==> config.mk <==
export PLATFORM = sky130hd
export DESIGN_NAME = midi_channel_message_parser
export DESIGN_NICKNAME = d
export VERILOG_FILES = /design/src/rtl/core/mcmp_pkg.sv /design/src/rtl/core/mcmp_front.sv /design/src/rtl/core/mcmp_queue.sv /design/src/rtl/core/mcmp_back.sv /design/src/rtl/core/midi_channel_message_parser.sv
export SDC_FILE = /design/constraint.sdc
export NUM_CORES = 1
export LEC_CHECK = 0
export BUFFER_PORTS_ARGS = -buffer_cell sky130_fd_sc_hd__buf_2
export CORE_MARGIN = 4
export CORE_UTILIZATION = 45
export CTS_CLUSTER_SIZE = 10
export DETAILED_ROUTE_END_ITERATION = 10
export PLACE_DENSITY_LB_ADDON = 0.3
export SYNTH_ARGS = -nofsm -noshare
export SYNTH_HDL_FRONTEND = slang
export SYNTH_SLANG_ARGS = --single-unit
==> constraint.sdc <==
create_clock -name clock -period 3.5 [get_ports clock]
set_clock_uncertainty 0.2 [all_clocks]
set_input_delay 0.175 -clock clock [delete_from_list [all_inputs] [get_ports clock]]
set_output_delay 0.175 -clock clock [all_outputs]
set_load 0.01 [all_outputs]
==> src/rtl/core/mcmp_pkg.sv <==
// ----------------------------------------------------------------------------
// mcmp_pkg
// Shared types and constants for the MIDI channel message parser.
// ----------------------------------------------------------------------------
package mcmp_pkg;

   localparam int unsigned ByteWidth     = 8;
   localparam int unsigned DataWidth     = 7;
   localparam int unsigned ChanWidth     = 4;
   localparam int unsigned KindWidth     = 2;
   localparam int unsigned WheelWidth    = 16;
   localparam int unsigned RspDataWidth  = KindWidth + 2 * DataWidth + WheelWidth;
   localparam int unsigned QueueDepthDef = 2;

   localparam logic [3:0] NibbleSystem = 4'hF;
   localparam logic [3:0] NibbleNoteOff = 4'h8;
   localparam logic [3:0] NibbleNoteOn  = 4'h9;
   localparam logic [3:0] NibblePoly    = 4'hA;
   localparam logic [3:0] NibbleCtrl    = 4'hB;
   localparam logic [3:0] NibbleProg    = 4'hC;
   localparam logic [3:0] NibbleChPress = 4'hD;
   localparam logic [3:0] NibbleWheel   = 4'hE;
   localparam logic [7:0] ByteSysexStart = 8'hF0;
   localparam logic [7:0] ByteSysexEnd   = 8'hF7;

   typedef enum logic [1:0] {
      PH_IDLE   = 2'd0,
      PH_FIRST  = 2'd1,
      PH_SECOND = 2'd2,
      PH_SYSEX  = 2'd3
   } phase_type;

   typedef enum logic [3:0] {
      CLS_NONE,
      CLS_NOTE_OFF,
      CLS_NOTE_ON,
      CLS_POLY,
      CLS_CTRL,
      CLS_PROG,
      CLS_CHPRESS,
      CLS_WHEEL,
      CLS_SYSEX_START,
      CLS_SYSEX_END
   } class_type;

   typedef enum logic [KindWidth-1:0] {
      EV_NONE  = 2'd0,
      EV_ON    = 2'd1,
      EV_OFF   = 2'd2,
      EV_WHEEL = 2'd3
   } event_type;

   typedef struct packed {
      event_type            kind;
      logic [DataWidth-1:0] d1;
      logic [DataWidth-1:0] d2;
   } entry_type;

endpackage

==> src/rtl/core/mcmp_front.sv <==
// ----------------------------------------------------------------------------
// mcmp_front
// Running-status tracker: classifies each byte and queues one event entry.
// ----------------------------------------------------------------------------
module mcmp_front
   import mcmp_pkg::*;
(
   input  logic                 clock,
   input  logic                 reset,
   input  logic [ChanWidth-1:0] listen_channel,
   input  logic                 accept,
   input  logic [ByteWidth-1:0] midi_byte,
   output entry_type            entry
);

   phase_type            phase_ff,   phase_in;
   class_type            class_ff,   class_in;
   logic [ChanWidth-1:0] chan_ff,    chan_in;
   logic [DataWidth-1:0] first_ff,   first_in;

   always_ff @(posedge clock) begin
      if (reset) begin
         phase_ff <= PH_IDLE;
         class_ff <= CLS_NONE;
         chan_ff  <= '0;
         first_ff <= '0;
      end else if (accept) begin
         phase_ff <= phase_in;
         class_ff <= class_in;
         chan_ff  <= chan_in;
         first_ff <= first_in;
      end
   end

   always_comb begin
      logic [DataWidth-1:0] data;
      data     = midi_byte[DataWidth-1:0];
      phase_in = phase_ff;
      class_in = class_ff;
      chan_in  = chan_ff;
      first_in = first_ff;
      entry    = '{kind: EV_NONE, d1: '0, d2: '0};
      if (midi_byte[7]) begin
         if (midi_byte[7:4] != NibbleSystem) begin
            chan_in  = midi_byte[3:0];
            phase_in = PH_FIRST;
            unique case (midi_byte[6:4])
               NibbleNoteOff[2:0]: class_in = CLS_NOTE_OFF;
               NibbleNoteOn[2:0]:  class_in = CLS_NOTE_ON;
               NibblePoly[2:0]:    class_in = CLS_POLY;
               NibbleCtrl[2:0]:    class_in = CLS_CTRL;
               NibbleProg[2:0]:    class_in = CLS_PROG;
               NibbleChPress[2:0]: class_in = CLS_CHPRESS;
               NibbleWheel[2:0]:   class_in = CLS_WHEEL;
               default:            class_in = CLS_NONE;
            endcase
         end else if (midi_byte == ByteSysexStart) begin
            class_in = CLS_SYSEX_START;
            phase_in = PH_SYSEX;
         end else if (midi_byte == ByteSysexEnd) begin
            class_in = CLS_SYSEX_END;
            phase_in = PH_IDLE;
         end
      end else begin
         unique case (class_ff)
            CLS_NOTE_OFF, CLS_NOTE_ON, CLS_WHEEL: begin
               if (phase_ff == PH_FIRST) begin
                  first_in = data;
                  phase_in = PH_SECOND;
               end else if (phase_ff == PH_SECOND) begin
                  phase_in = PH_FIRST;
                  if (class_ff == CLS_WHEEL) begin
                     entry = '{kind: EV_WHEEL, d1: first_ff, d2: data};
                  end else if (chan_ff == listen_channel) begin
                     entry.kind = (class_ff == CLS_NOTE_ON && data != '0) ? EV_ON : EV_OFF;
                     entry.d1   = first_ff;
                     entry.d2   = data;
                  end
               end
            end
            CLS_POLY, CLS_CTRL: begin
               if (phase_ff == PH_FIRST) begin
                  phase_in = PH_SECOND;
               end else if (phase_ff == PH_SECOND) begin
                  phase_in = PH_FIRST;
               end
            end
            CLS_PROG: phase_in = PH_FIRST;
            default: ;
         endcase
      end
   end

   a_event_from_second: assert property (@(posedge clock) disable iff (reset)
      (accept && entry.kind != EV_NONE) |-> (phase_ff == PH_SECOND && !midi_byte[7]))
      else $error("event emitted outside second data byte");

   a_second_after_first: assert property (@(posedge clock) disable iff (reset)
      (accept && !midi_byte[7] && phase_ff == PH_FIRST &&
       (class_ff == CLS_NOTE_ON || class_ff == CLS_WHEEL)) |=> phase_ff == PH_SECOND)
      else $error("phase did not advance on first data byte");

   a_status_sets_first: assert property (@(posedge clock) disable iff (reset)
      (accept && midi_byte[7] && midi_byte[7:4] != NibbleSystem) |=> phase_ff == PH_FIRST)
      else $error("channel status did not restart data phase");

endmodule

==> src/rtl/core/mcmp_queue.sv <==
// ----------------------------------------------------------------------------
// mcmp_queue
// Small FIFO of event entries between the tracker and the output stage.
// ----------------------------------------------------------------------------
module mcmp_queue
   import mcmp_pkg::*;
#(
   parameter int unsigned DEPTH = QueueDepthDef
) (
   input  logic      clock,
   input  logic      reset,
   input  logic      push,
   input  entry_type push_data,
   output logic      full,
   input  logic      pop,
   output logic      not_empty,
   output entry_type pop_data
);

   localparam int unsigned PtrWidth = (DEPTH > 1) ? $clog2(DEPTH) : 1;
   localparam int unsigned CntWidth = $clog2(DEPTH + 1);
   localparam logic [PtrWidth-1:0] LastPtr = PtrWidth'(DEPTH - 1);
   localparam logic [CntWidth-1:0] DepthCnt = CntWidth'(DEPTH);

   entry_type            mem_ff [DEPTH];
   logic [PtrWidth-1:0]  wr_ff, wr_in;
   logic [PtrWidth-1:0]  rd_ff, rd_in;
   logic [CntWidth-1:0]  cnt_ff, cnt_in;

   assign full      = (cnt_ff == DepthCnt);
   assign not_empty = (cnt_ff != '0);
   assign pop_data  = mem_ff[rd_ff];

   always_comb begin
      wr_in  = wr_ff;
      rd_in  = rd_ff;
      cnt_in = cnt_ff;
      if (push) begin
         wr_in = (wr_ff == LastPtr) ? '0 : wr_ff + PtrWidth'(1);
      end
      if (pop) begin
         rd_in = (rd_ff == LastPtr) ? '0 : rd_ff + PtrWidth'(1);
      end
      if (push && !pop) begin
         cnt_in = cnt_ff + CntWidth'(1);
      end else if (pop && !push) begin
         cnt_in = cnt_ff - CntWidth'(1);
      end
   end

   always_ff @(posedge clock) begin
      if (reset) begin
         wr_ff  <= '0;
         rd_ff  <= '0;
         cnt_ff <= '0;
      end else begin
         wr_ff  <= wr_in;
         rd_ff  <= rd_in;
         cnt_ff <= cnt_in;
      end
   end

   always_ff @(posedge clock) begin
      if (push) begin
         mem_ff[wr_ff] <= push_data;
      end
   end

   a_no_overflow: assert property (@(posedge clock) disable iff (reset)
      push |-> (!full || pop))
      else $error("push into full queue");

   a_no_underflow: assert property (@(posedge clock) disable iff (reset)
      pop |-> not_empty)
      else $error("pop from empty queue");

   a_count_bound: assert property (@(posedge clock) disable iff (reset)
      cnt_ff <= DepthCnt)
      else $error("queue count beyond depth");

endmodule

==> src/rtl/core/mcmp_back.sv <==
// ----------------------------------------------------------------------------
// mcmp_back
// Output stage: formats queued entries into result beats and holds them.
// ----------------------------------------------------------------------------
module mcmp_back
   import mcmp_pkg::*;
(
   input  logic                    clock,
   input  logic                    reset,
   input  logic                    q_not_empty,
   input  entry_type               q_data,
   output logic                    q_pop,
   output logic                    rsp_tvalid,
   input  logic                    rsp_tready,
   output logic [RspDataWidth-1:0] rsp_tdata
);

   logic                    valid_ff, valid_in;
   logic [RspDataWidth-1:0] data_ff,  data_in;

   assign q_pop      = q_not_empty && (!valid_ff || rsp_tready);
   assign rsp_tvalid = valid_ff;
   assign rsp_tdata  = data_ff;

   always_comb begin
      logic [DataWidth-1:0]  note;
      logic [DataWidth-1:0]  vel;
      logic [WheelWidth-1:0] wheel;
      note  = '0;
      vel   = '0;
      wheel = '0;
      unique case (q_data.kind)
         EV_ON, EV_OFF: begin
            note = q_data.d1;
            vel  = q_data.d2;
         end
         EV_WHEEL: wheel = {q_data.d2, q_data.d1, 2'b00};
         default: ;
      endcase
      data_in  = {wheel, vel, note, q_data.kind};
      valid_in = q_pop || (valid_ff && !rsp_tready);
   end

   always_ff @(posedge clock) begin
      if (reset) begin
         valid_ff <= 1'b0;
      end else begin
         valid_ff <= valid_in;
      end
   end

   always_ff @(posedge clock) begin
      if (q_pop) begin
         data_ff <= data_in;
      end
   end

   a_no_pop_while_stalled: assert property (@(posedge clock) disable iff (reset)
      (valid_ff && !rsp_tready) |-> !q_pop)
      else $error("output overwritten while stalled");

   a_pop_loads_beat: assert property (@(posedge clock) disable iff (reset)
      q_pop |=> valid_ff)
      else $error("popped entry not presented");

   a_wheel_clean: assert property (@(posedge clock) disable iff (reset)
      (valid_ff && data_ff[KindWidth-1:0] != EV_WHEEL) |-> data_ff[RspDataWidth-1 -: WheelWidth] == '0)
      else $error("wheel field set on non-wheel beat");

endmodule

==> src/rtl/core/midi_channel_message_parser.sv <==
// ----------------------------------------------------------------------------
// midi_channel_message_parser
// MIDI byte stream parser with running status; reports note and wheel events.
// ----------------------------------------------------------------------------
//  channel | dir | width | fields (lsb first)
//  req     | in  | 8     | midi_byte[7:0]
//  rsp     | out | 32    | event_kind[1:0] note_number[8:2] velocity[15:9]
//          |     |       | wheel_value[31:16]
//  csr     | in  | 4     | listen_channel (write only)
//
//  One byte per cycle while the queue has room; each byte yields one rsp beat via the queue and the output register.
//  The tracker updates state in the accept cycle; a small queue feeds the
//  output register, so req keeps flowing while a beat waits on rsp_tready.
//  req_tready drops only when the queue is full.
//  Synchronous active-high reset clears state, queue and output valid.
// ----------------------------------------------------------------------------
module midi_channel_message_parser
   import mcmp_pkg::*;
#(
   parameter int unsigned QUEUE_DEPTH = QueueDepthDef
) (
   input  logic                    clock,
   input  logic                    reset,
   input  logic                    req_tvalid,
   output logic                    req_tready,
   input  logic [ByteWidth-1:0]    req_tdata,   // midi_byte
   output logic                    rsp_tvalid,
   input  logic                    rsp_tready,
   output logic [RspDataWidth-1:0] rsp_tdata,   // event_kind, note_number, velocity, wheel_value
   input  logic                    csr_we,
   input  logic [ChanWidth-1:0]    csr_wdata    // listen_channel
);

   logic [ChanWidth-1:0] listen_ff;
   logic                 accept;
   logic                 q_full;
   logic                 q_not_empty;
   logic                 q_pop;
   entry_type            f_entry;
   entry_type            q_data;

   always_ff @(posedge clock) begin
      if (reset) begin
         listen_ff <= '0;
      end else if (csr_we) begin
         listen_ff <= csr_wdata;
      end
   end

   assign req_tready = !q_full;
   assign accept     = req_tvalid && req_tready;

   mcmp_front u_front (
      .clock          (clock),
      .reset          (reset),
      .listen_channel (listen_ff),
      .accept         (accept),
      .midi_byte      (req_tdata),
      .entry          (f_entry)
   );

   mcmp_queue #(
      .DEPTH (QUEUE_DEPTH)
   ) u_queue (
      .clock     (clock),
      .reset     (reset),
      .push      (accept),
      .push_data (f_entry),
      .full      (q_full),
      .pop       (q_pop),
      .not_empty (q_not_empty),
      .pop_data  (q_data)
   );

   mcmp_back u_back (
      .clock       (clock),
      .reset       (reset),
      .q_not_empty (q_not_empty),
      .q_data      (q_data),
      .q_pop       (q_pop),
      .rsp_tvalid  (rsp_tvalid),
      .rsp_tready  (rsp_tready),
      .rsp_tdata   (rsp_tdata)
   );

endmodule
After elaboration in Yosys (flattened, before gate mapping)
Memory sizes are Yosys's and may differ from the RTL's. A register that Yosys moved wholly into a read port is not among the register bits.
Cells that the tools add are included.
{"block": "totals", "regBits": 58, "latchBits": 0, "mem_bits_rw": 32, "romBits": 0, "in_bits": 17, "out_inout_bits": 34, "elab_cells": 94, "memories": 1}
{"block": "op_classes", "add_sub_neg": 4, "n_mul": 0, "div": 0, "magnitude_cmp": 0, "eq_ne": 24, "n_shift": 0, "n_mux": 26, "bitwise_logic": 1, "n_reduce_logical": 26}
{"memory": "u_queue.mem_ff", "words": 2, "width": 16, "read_ports": 1, "rd_clocked_by_memory_dff": 1, "wr": 1, "line": "mcmp_queue.sv:25", "rtl": "entry_type mem_ff [DEPTH];"}
{"op": "$mux 16", "n": 6}
{"op": "$pmux 3 s7", "n": 1}
{"op": "$mux 2", "n": 9}
{"op": "$eq 8x8->1 const B", "n": 2}
{"op": "$eq 4x3->1 const B", "n": 3}
{"op": "$mux 4", "n": 3}
{"op": "$eq 3x3->1 const B", "n": 3}
{"op": "$eq 2x2->1 const B", "n": 4}
{"op": "$eq 4x2->1 const B", "n": 2}
{"op": "$ne 4x1->1 const B", "n": 2}
{"op": "$reduce_and 4->1", "n": 2}
{"op": "$reduce_bool 7->1", "n": 1}
{"op": "$eq 3x2->1 const B", "n": 2}
{"op": "$logic_and 1x1->1", "n": 6}
{"op": "$mux 1", "n": 6}
{"op": "$reduce_and 3->1", "n": 2}
{"op": "$reduce_bool 3->1", "n": 2}
{"op": "$logic_not 1->1", "n": 5}
{"op": "$reduce_or 5->1", "n": 1}
{"op": "$eq 2x1->1 const B", "n": 2}
{"op": "$eq 4x1->1 const B", "n": 1}
{"op": "$eq 4x4->1", "n": 1}
{"op": "$ne 4x4->1 const B", "n": 1}
{"op": "$pmux 2 s2", "n": 1}
{"op": "10 further kinds", "n": 13}

Depth between registers and ports, before layout
Gate-level depths: netlist (run 1).
{"block": "depth", "word_depth": 9, "depth_mapped": 7, "ltp_nobuf": 7}

Cells and area by module
Synthesis (run 1) repeated with hierarchy kept, for this count alone.
{"block": "hier_totals", "cells_unflattened": 274, "hier_area_um2": 3673.5}
{"module": "mcmp_queue", "n_inst": 1, "cells_each": 72, "area_per_inst_um2": 1363.8, "seq_area_each_um2": 1061.0}
{"module": "mcmp_back", "n_inst": 1, "cells_each": 69, "area_per_inst_um2": 1171.1, "seq_area_each_um2": 920.9}
{"module": "mcmp_front", "n_inst": 1, "cells_each": 118, "area_per_inst_um2": 988.4, "seq_area_each_um2": 340.3}
{"module": "midi_channel_message_parser", "n_inst": 1, "cells_each": 15, "area_per_inst_um2": 150.1, "seq_area_each_um2": 80.1}

Worst setup path after synthesis (run 1)
No wires, ideal clock.
{"block": "synth_timing", "kind": "register to register", "startpoint": "register with a tool-made name", "endpoint": "register u_back.data_ff[13], in the netlist u_back.rsp_tdata[13] (data pin)", "setup_time_ps": 259, "t_arrival_ps": 1880, "required_time_ps": 3041, "slack_ps": 1162, "stages_incl_launch_ff": 7, "n_path_buf": 3, "synth_period_minus_slack_ps": 2338, "path_cell_list": "dfxtp_1 > clkbuf_1 > buf_2 > mux2_2 > ha_1 > clkbuf_1 > nor2b_1"}
{"item": "to (signal assigned)", "line": "mcmp_back.sv:54", "rtl": "data_ff <= data_in;"}
{"item": "to (decl)", "line": "mcmp_back.sv:19", "rtl": "logic [RspDataWidth-1:0] data_ff, data_in;"}

==> results of run 1 <==
-- layout by cell type, fill, tap and decap left out, drive strengths merged, types with 3 or more instances in the layout --
| cell | count |
|---|---|
| edfxtp | 62 |
| buf | 50 |
| nor2b | 28 |
| mux2i | 27 |
| dfxtp | 27 |
| nand2 | 24 |
| dlygate4sd3 | 20 |
| and2 | 16 |
| nor2 | 13 |
| clkbuf | 10 |
| a21oi | 9 |
| xnor2 | 8 |
| inv | 7 |
| nand3 | 5 |
| ha | 4 |
| clkinv | 4 |
| o21ai | 3 |
| nand4 | 3 |
| a211oi | 3 |
| or3 | 3 |
| xor2 | 3 |
-- metal layers --
layer | up-vias | track usage
met5 | - | 0
met4 | 0 | 0.0473
met3 | 6 | 0.0403
met2 | 67 | 0.204
met1 | 1082 | 0.187
li1 | 1131 | -
-- flip-flops by register name (all words and copies together), names as in the netlist, named ones only --
| signal | flops |
|---|---|
| u_queue.mem_ff | 32 |
| u_back.rsp_tdata | 30 |
| u_front.first_ff | 7 |
| listen_ff | 4 |
| u_front.chan_ff | 4 |
| u_front.class_ff | 4 |
| u_front.phase_ff | 2 |
| u_queue.cnt_ff | 2 |
| u_back.rsp_tvalid | 1 |
| u_queue.rd_ff | 1 |
| u_queue.wr_ff | 1 |
-- final timing paths --
check	end	from	slack [ns]
setup / recovery	flip-flop	rsp_tready	1.38
hold / removal	u_front.first_ff[0]$_SDFFE_PP0P_	req_tvalid	0.1
setup reg to reg	u_queue.mem_ff[0][14]$_DFFE_PP_	u_front.phase_ff[1]$_SDFFE_PP0P_	1.40
hold reg to reg	u_front.first_ff[1]$_SDFFE_PP0P_	u_front.first_ff[1]$_SDFFE_PP0P_	0.26
-- kinds of logic after synthesis --
logic type	count (synthesis)	synth area share
AO/OA/AOI/OAI	22	0.0458
flip-flops	89	0.646
multiplexers	29	0.0787
other	1	0.00101
XOR/XNOR	11	0.0259
AND/OR/NAND/NOR	106	0.163
buffers and inverters	22	0.0262
adder cells (fa/ha/maj)	4	0.0135
-- through the flow --
step	cells	worst slack, ns	util	area [sq um]	hold slack, ns
after floorplan	285	1.16	-	3720	0.117
after global placement	422	1.43	0.511	4030	0.209
after detailed placement	422	1.42	0.511	4030	0.218
after CTS	458	1.36	0.558	4400	0.0873
after global routing	458	1.18	0.558	4400	0.0871
final	458	1.38	0.558	4400	0.0959
-- cell type report --
type / count / area (sq um)
inverters: 7 / 26.3
multi-input cells: 174 / 1220
clock inverters: 6 / 42.5
well taps: 102 / 128
repair buffers: 70 / 455
clock buffers: 10 / 128
fillers: 660 / 3480
flip-flops and latches: 89 / 2400
-- critical path: stages --
cell and delay, ns:
sky130_fd_sc_hd__dlygate4sd3_1 0.53, sky130_fd_sc_hd__buf_2 0.09, sky130_fd_sc_hd__nand2b_1 0.10, sky130_fd_sc_hd__o21ai_0 0.13, sky130_fd_sc_hd__inv_1 0.83, sky130_fd_sc_hd__xnor2_1 0.23
sky130_fd_sc_hd__nor2_1 0.08
-- where the power goes --
group          switching, mW  internal, mW  total (mW)
Combinational          0.500         0.366       0.866
Sequential            0.0914          1.47        1.56
Clock                  0.351         0.259       0.610
Total                  0.942          2.10        3.04
==> summary.txt, run 1 <==
CTS
  – Setup Fix Bufs, Post-CTS: 0
  – Count of instances resized after the clock tree is built: 0
  – H-tree levels: 3
  – Num CTS Buffers: 9
  – Cell chosen for the clock root: sky130_fd_sc_hd__clkbuf_8
  – Hold buffer count at cts: 20
  – Clock sink count: 89
  – Maximum number of buffers from clock root to sink: 2
  – Clock latency at the later pin of the worst-skew pair: 0.35 ns
  – Clock transition at the registers of the reported paths: roughly 0.090 ns
  – TritonCTS clock tree: built

Floorplan
  – Chip Width: approximately 99 um
  – Total die area: a little under 10000 sq um
  – Die H: around 99 um
  – Cell Rows: 32
  – Starting utilization of the core area: 0.471
  – Core ar.: 7890 sq um
  – I/O pins: 51

Yosys
  – Cell type with the largest total area after synthesis: sky130_fd_sc_hd__edfxtp_1
  – Synth Instances: 284
  – Top cells by area, synth: sky130_fd_sc_hd__edfxtp_1 50%, sky130_fd_sc_hd__dfxtp_1 15%, sky130_fd_sc_hd__mux2i_1 7.3%, sky130_fd_sc_hd__nor2b_1 4.7%, sky130_fd_sc_hd__and2_1 2.5%
  – Syn_area_per_cell: 13.1 sq um
  – Netlist area before placement: between 3000 and 4000 sq um
  – Yosys warning count: 0
  – Part of the Yosys area used for sequential elements: 0.646
  – Share of Yosys cell area claimed by the top area cell type: 0.501
  – Most common cell in the synthesized netlist: sky130_fd_sc_hd__edfxtp_1
  – Fraction of synthesis flops using an asynchronous set or reset pin: 0
  – Commonest cells in the synthesized netlist: 62 x sky130_fd_sc_hd__edfxtp_1, 28 x sky130_fd_sc_hd__nor2b_1, 27 x sky130_fd_sc_hd__dfxtp_1, 27 x sky130_fd_sc_hd__mux2i_1, 23 x sky130_fd_sc_hd__nand2_1
  – Synth unique cells: 47
  – Most used flip-flop cell after synthesis: sky130_fd_sc_hd__edfxtp_1
  – Flops & latches, synth: 89
  – EDFF count, synth: 62

Setup path
  – CP startpoint kind: input port
  – Data arrival, critical path: roughly 2.2 ns
  – Data required time of the critical path: 3.54 ns
  – Worst setup path category: input port to flip-flop
  – CP max FO: 31
  – Worst Reg2Reg Path Length in Cells: 6
  – Critical path capture point type: flip-flop

STA
  – Setup violation total in the final timing report: 0
  – Final period util: 0.607
  – Final total negative setup slack: 0 ns
  – Headroom to the max-slew limit: 0.255
  – Hold violation total from the final report: 0
  – Actual transition at the worst max-transition pin: between 1 and 1.5 ns
  – RSZ-0062 raised after global routing: no
  – Maximum clock frequency: 471 MHz
  – Final critical delay including setup and external delays: approximately 2.1 ns
  – Final Max Slew Viols: 0

GRT
  – Via count of the first global-routing pass: between 2000 and 2500
  – Total congestion overflow after global routing: 0
  – Antenna violations before repair: 0
  – GRT Overall Usage: 0.136
  – First-pass GRT wire length: approximately 11000 um
  – Pin count of the biggest net entering global routing: 32

Layout
  – Layout area overhead: 18.4%
  – Diodes inserted: 0
  – Fraction of final layout cells sized beyond drive strength 1: 0.211
  – Layout Nets: between 300 and 400

Pwr
  – Peak ir drop on the vdd network: around 280 uV
  – Power density over the cells: between 600 and 700 nW/um^2
  – Static leakage power: around 1.6 nW
  – Power after layout: between 3 and 4 mW

Placed design
  – Count of buffers from port buffering: 48
  – Detailed Place HPWL: 4190 um
  – Final GP Congestion: a little over 0.8

Status
  – Outcome: finished, final reports clean

Drt
  – Total length of routed met2 wires: approximately 3000 um
  – Top routing layer in use: met4
  – Via density per instance: between 4 and 5
  – Wirelength per Cell: between 10 and 15 um
  – DR WL met3: ~370 um
  – Starting DRC count in detailed routing: between 100 and 150
  – Via count: between 2000 and 2500
  – Routed Antenna Nets: 0
  – 1st-pass router iterations: 4
  – Wire length after detailed routing: just over 6000 um
  – Metal1 wirelength: 2840 um
  – Residual DRC count: 0

Job
  – Max-cap viol count: 0

Hold path
  – Number of cells on the worst hold path: 4
  – Tightest Hold Check Type: input port to flip-flop
(Power assumes the default switching activity.)
==> inputs of run 2 (changes only) <==
Settings changed: ABC_AREA from default to 1.
Clock period 3.5 ns to 1.8 ns, I/O delays scaled along.
==> run 2 against run 1 <==
Compared with the run above: register-to-register slack got worse by 1.3 ns; sequential power rose by 96%; worst setup slack got worse by 1.3 ns; non-clock buffer count rose by 4; die area fell by 0.81%; hold slack got worse by 0.093 ns; sequential share of layout area fell by 0.66 points; largest cell class unchanged; power rose by 100%; cell count rose by 12%.
==> summary.txt, run 2 <==
Status
  – Outcome: finished, final reports clean

Layout
  – Layout Nets: around 430
  – Commonest non-fill, non-tap cell in the layout: sky130_fd_sc_hd__edfxtp_1
  – Final std cells w/o fill: 512
  – Register with the most flip-flops: u_queue.mem_ff
  – Post-route cell area: about 4500 sq um
  – Diodes inserted: 0
  – Fraction of final layout cells sized beyond drive strength 1: 0.271
  – Layout area overhead: 21.0%
  – Commonest cells after routing, fill and taps aside: 62 x sky130_fd_sc_hd__edfxtp_1, 59 x sky130_fd_sc_hd__nor2_1, 48 x sky130_fd_sc_hd__buf_2
  – Core occupancy in the finished layout: 0.568
  – Max reg flops: 32

Drt
  – Wire length after detailed routing: approximately 6400 um
  – Routed Antenna Nets: 0
  – Residual DRC count: 0
  – Starting DRC count in detailed routing: slightly above 70
  – 1st-pass router iterations: 4
  – Via density per instance: about 4.7
  – Via count: 2419
  – Wirelength per Cell: about 13 um

CTS
  – TritonCTS clock tree: built
  – Clock latency at the later pin of the worst-skew pair: roughly 0.35 ns
  – Maximum number of buffers from clock root to sink: 2
  – Clock transition at the registers of the reported paths: ~0.090 ns
  – Setup Fix Bufs, Post-CTS: 0
  – H-tree levels: 3
  – Cell chosen for the clock root: sky130_fd_sc_hd__clkbuf_8
  – Num CTS Buffers: 9
  – Clock sink count: a little under 90

Floorplan
  – Starting utilization of the core area: 0.470
  – Total die area: 9700 sq um
  – Core ar.: around 7800 sq um
  – Chip Width: about 99 um
  – Die H: 98.5 um
  – I/O pins: 51
  – Cell Rows: 32

Yosys
  – Adder-cell share of the synthesized area: 0.0136
  – Post-synthesis share of cell area spent on xor and xnor gates: 0.0143
  – Part of the Yosys area used for sequential elements: 0.652
  – Commonest cells in the synthesized netlist: 62 x sky130_fd_sc_hd__edfxtp_1, 62 x sky130_fd_sc_hd__nor2_1, 34 x sky130_fd_sc_hd__inv_1
  – Most used flip-flop cell after synthesis: sky130_fd_sc_hd__edfxtp_1
  – Synth unique cells: 30
  – EDFF count, synth: 62
  – Main combinational cell family by area after synthesis: simple AND/OR/NAND/NOR gates
  – Mux share of post-synthesis cell area: 0.0441
  – Cell type with the largest total area after synthesis: sky130_fd_sc_hd__edfxtp_1
  – Syn_area_per_cell: approximately 11 sq um
  – Share of Yosys cell area claimed by the top area cell type: 0.505
  – Fraction of synthesis flops using an asynchronous set or reset pin: 0
  – Top cells by area, synth: sky130_fd_sc_hd__edfxtp_1 51%, sky130_fd_sc_hd__dfxtp_1 15%, sky130_fd_sc_hd__nor2_1 6.3%, sky130_fd_sc_hd__mux2i_1 3.8%, sky130_fd_sc_hd__inv_1 3.5%
  – Yosys warning count: 0
  – Simple-gate share of the synthesized area: 0.163
  – Flops & latches, synth: about 90
  – Netlist area before placement: 3690 sq um
  – Area fraction in compound gates after synthesis: 0.0560
  – Synth Instances: approximately 330

GRT
  – Antenna violations before repair: 0
  – Global routing met1 resource utilization: 0.172
  – GR Layer Usage met2: 0.235
  – First-pass GRT wire length: around 11000 um
  – Global-route met3 utilization: 0.0474
  – Busiest grt layer: met2
  – GRT Overall Usage: 0.140
  – Via count of the first global-routing pass: between 2000 and 2500
  – Total congestion overflow after global routing: 0
  – Pin count of the biggest net entering global routing: 31

STA
  – RSZ-0062 raised after global routing: yes
  – Final period util: 0.956
  – Final hold slack: between 0.003 and 0.004 ns
  – Final critical delay including setup and external delays: 1.72 ns
  – Final Max Slew Viols: 0
  – Hold violation total from the final report: 0
  – Setup violation total in the final timing report: 0
  – Maximum clock frequency: 581 MHz

Placed design
  – Count of buffers from port buffering: 48
  – Detailed Place HPWL: 4640 um
  – Total instance count after detailed placement: 478
  – Post-DP Area: 4080 sq um
  – Final GP Congestion: slightly above 0.8

Setup path
  – CP max FO: 3
  – Data arrival, critical path: approximately 1.8 ns
  – Data required time of the critical path: around 1.8 ns
  – Most frequent CP cell: sky130_fd_sc_hd__o21ai_0
  – Critical path capture point type: flip-flop
  – Worst path max stage delay: between 0.3 and 0.4 ns
  – Worst setup path category: flip-flop to flip-flop
  – Slowest cell on the critical path: sky130_fd_sc_hd__o21ai_0
  – CP startpoint kind: flip-flop
  – Worst-path cell chain: o21ai_0 > ha_4 > a21oi_1 > o21ai_0 > o21ai_0 > a21oi_1

Pwr
  – Peak ir drop on the vdd network: approximately 620 uV
  – Static leakage power: roughly 1.8 nW
  – Power density over the cells: roughly 1400 nW/um^2

Job
  – Max-cap viol count: 0

Hold path
  – Tightest Hold Check Type: input port to flip-flop
run 2: area by class of cell:
type                       instances  area [sq um]
fill                             709          3390
sequential                        89          2400
multi-input combinational        194          1100
timing repair buffer              74           505
inverter                          37           141
clock buffer                      10           128
tap                              102           128
clock inverter                     6          51.3
run 2: cells by family (layout without fill, tap and decap cells):
logic type / Yosys count / count (layout)
buf+inv: 47 / 127
fa+ha+maj: 4 / 4
mux: 16 / 16
other cells: 1 / 2
flops: 89 / 89
compound gates: 40 / 40
simple gates: 126 / 126
xor+xnor: 6 / 6
run 2: power by group:
| group | switching (mW) | internal [mW] | leakage (nW) |
|---|---|---|---|
| clock | 0.719 | 0.521 | 0.0814 |
| combinational | 1.14 | 0.737 | 0.892 |
| sequential | 0.164 | 2.89 | 0.828 |
run 2: path summary, 6_finish.rpt:
kind | cells past startpoint | start | end | slack (ns)
max | 6 | u_queue.cnt_ff[0]$_SDFFE_PP0P_ | u_queue.cnt_ff[1]$_SDFFE_PP0P_ | 0.08
min | 5 | req_tvalid | u_queue.wr_ff$_SDFFE_PP0P_ | 0.003
max reg2reg | 6 | u_queue.cnt_ff[0]$_SDFFE_PP0P_ | u_queue.cnt_ff[1]$_SDFFE_PP0P_ | 0.08
min reg2reg | 1 | u_queue.rd_ff$_SDFFE_PP0P_ | u_queue.rd_ff$_SDFFE_PP0P_ | 0.26
run 2: worst max-delay path, delay by kind of cell, from the launching register on:
kind            cells  cell delay [ns]
flops               1             0.34
compound gates      5             0.81
fa+ha+maj           1             0.27
run 2: metal layers:
layer  share of wire  routed length, um  up-vias
met5               0                  0        -
met4           0.012                 79        0
met2            0.49               3150       59
met1            0.43               2760     1113
met3           0.067                428        6
li1                -                  -     1241
run 2: repair_timing:
| action | in CTS | in global routing |
|---|---|---|
| setup endpoints to repair | 0 | 21 |
| resized for setup | 0 | 6 |
| hold buffers | 18 | 0 |
| hold endpoints to repair | 34 | 0 |
run 2: through the flow:
| stage | power, mW | setup WS [ns] | TNS [ns] |
|---|---|---|---|
| after floorplan | 4.28 | 0.00686 | 0 |
| after global placement | 4.90 | 0.0580 | 0 |
| after detailed placement | 4.96 | 0.0103 | 0 |
| after CTS | 6.23 | 0.00603 | 0 |
| after global routing | 6.57 | -0.00518 | -0.00518 |
| final | 6.18 | 0.0783 | 0 |
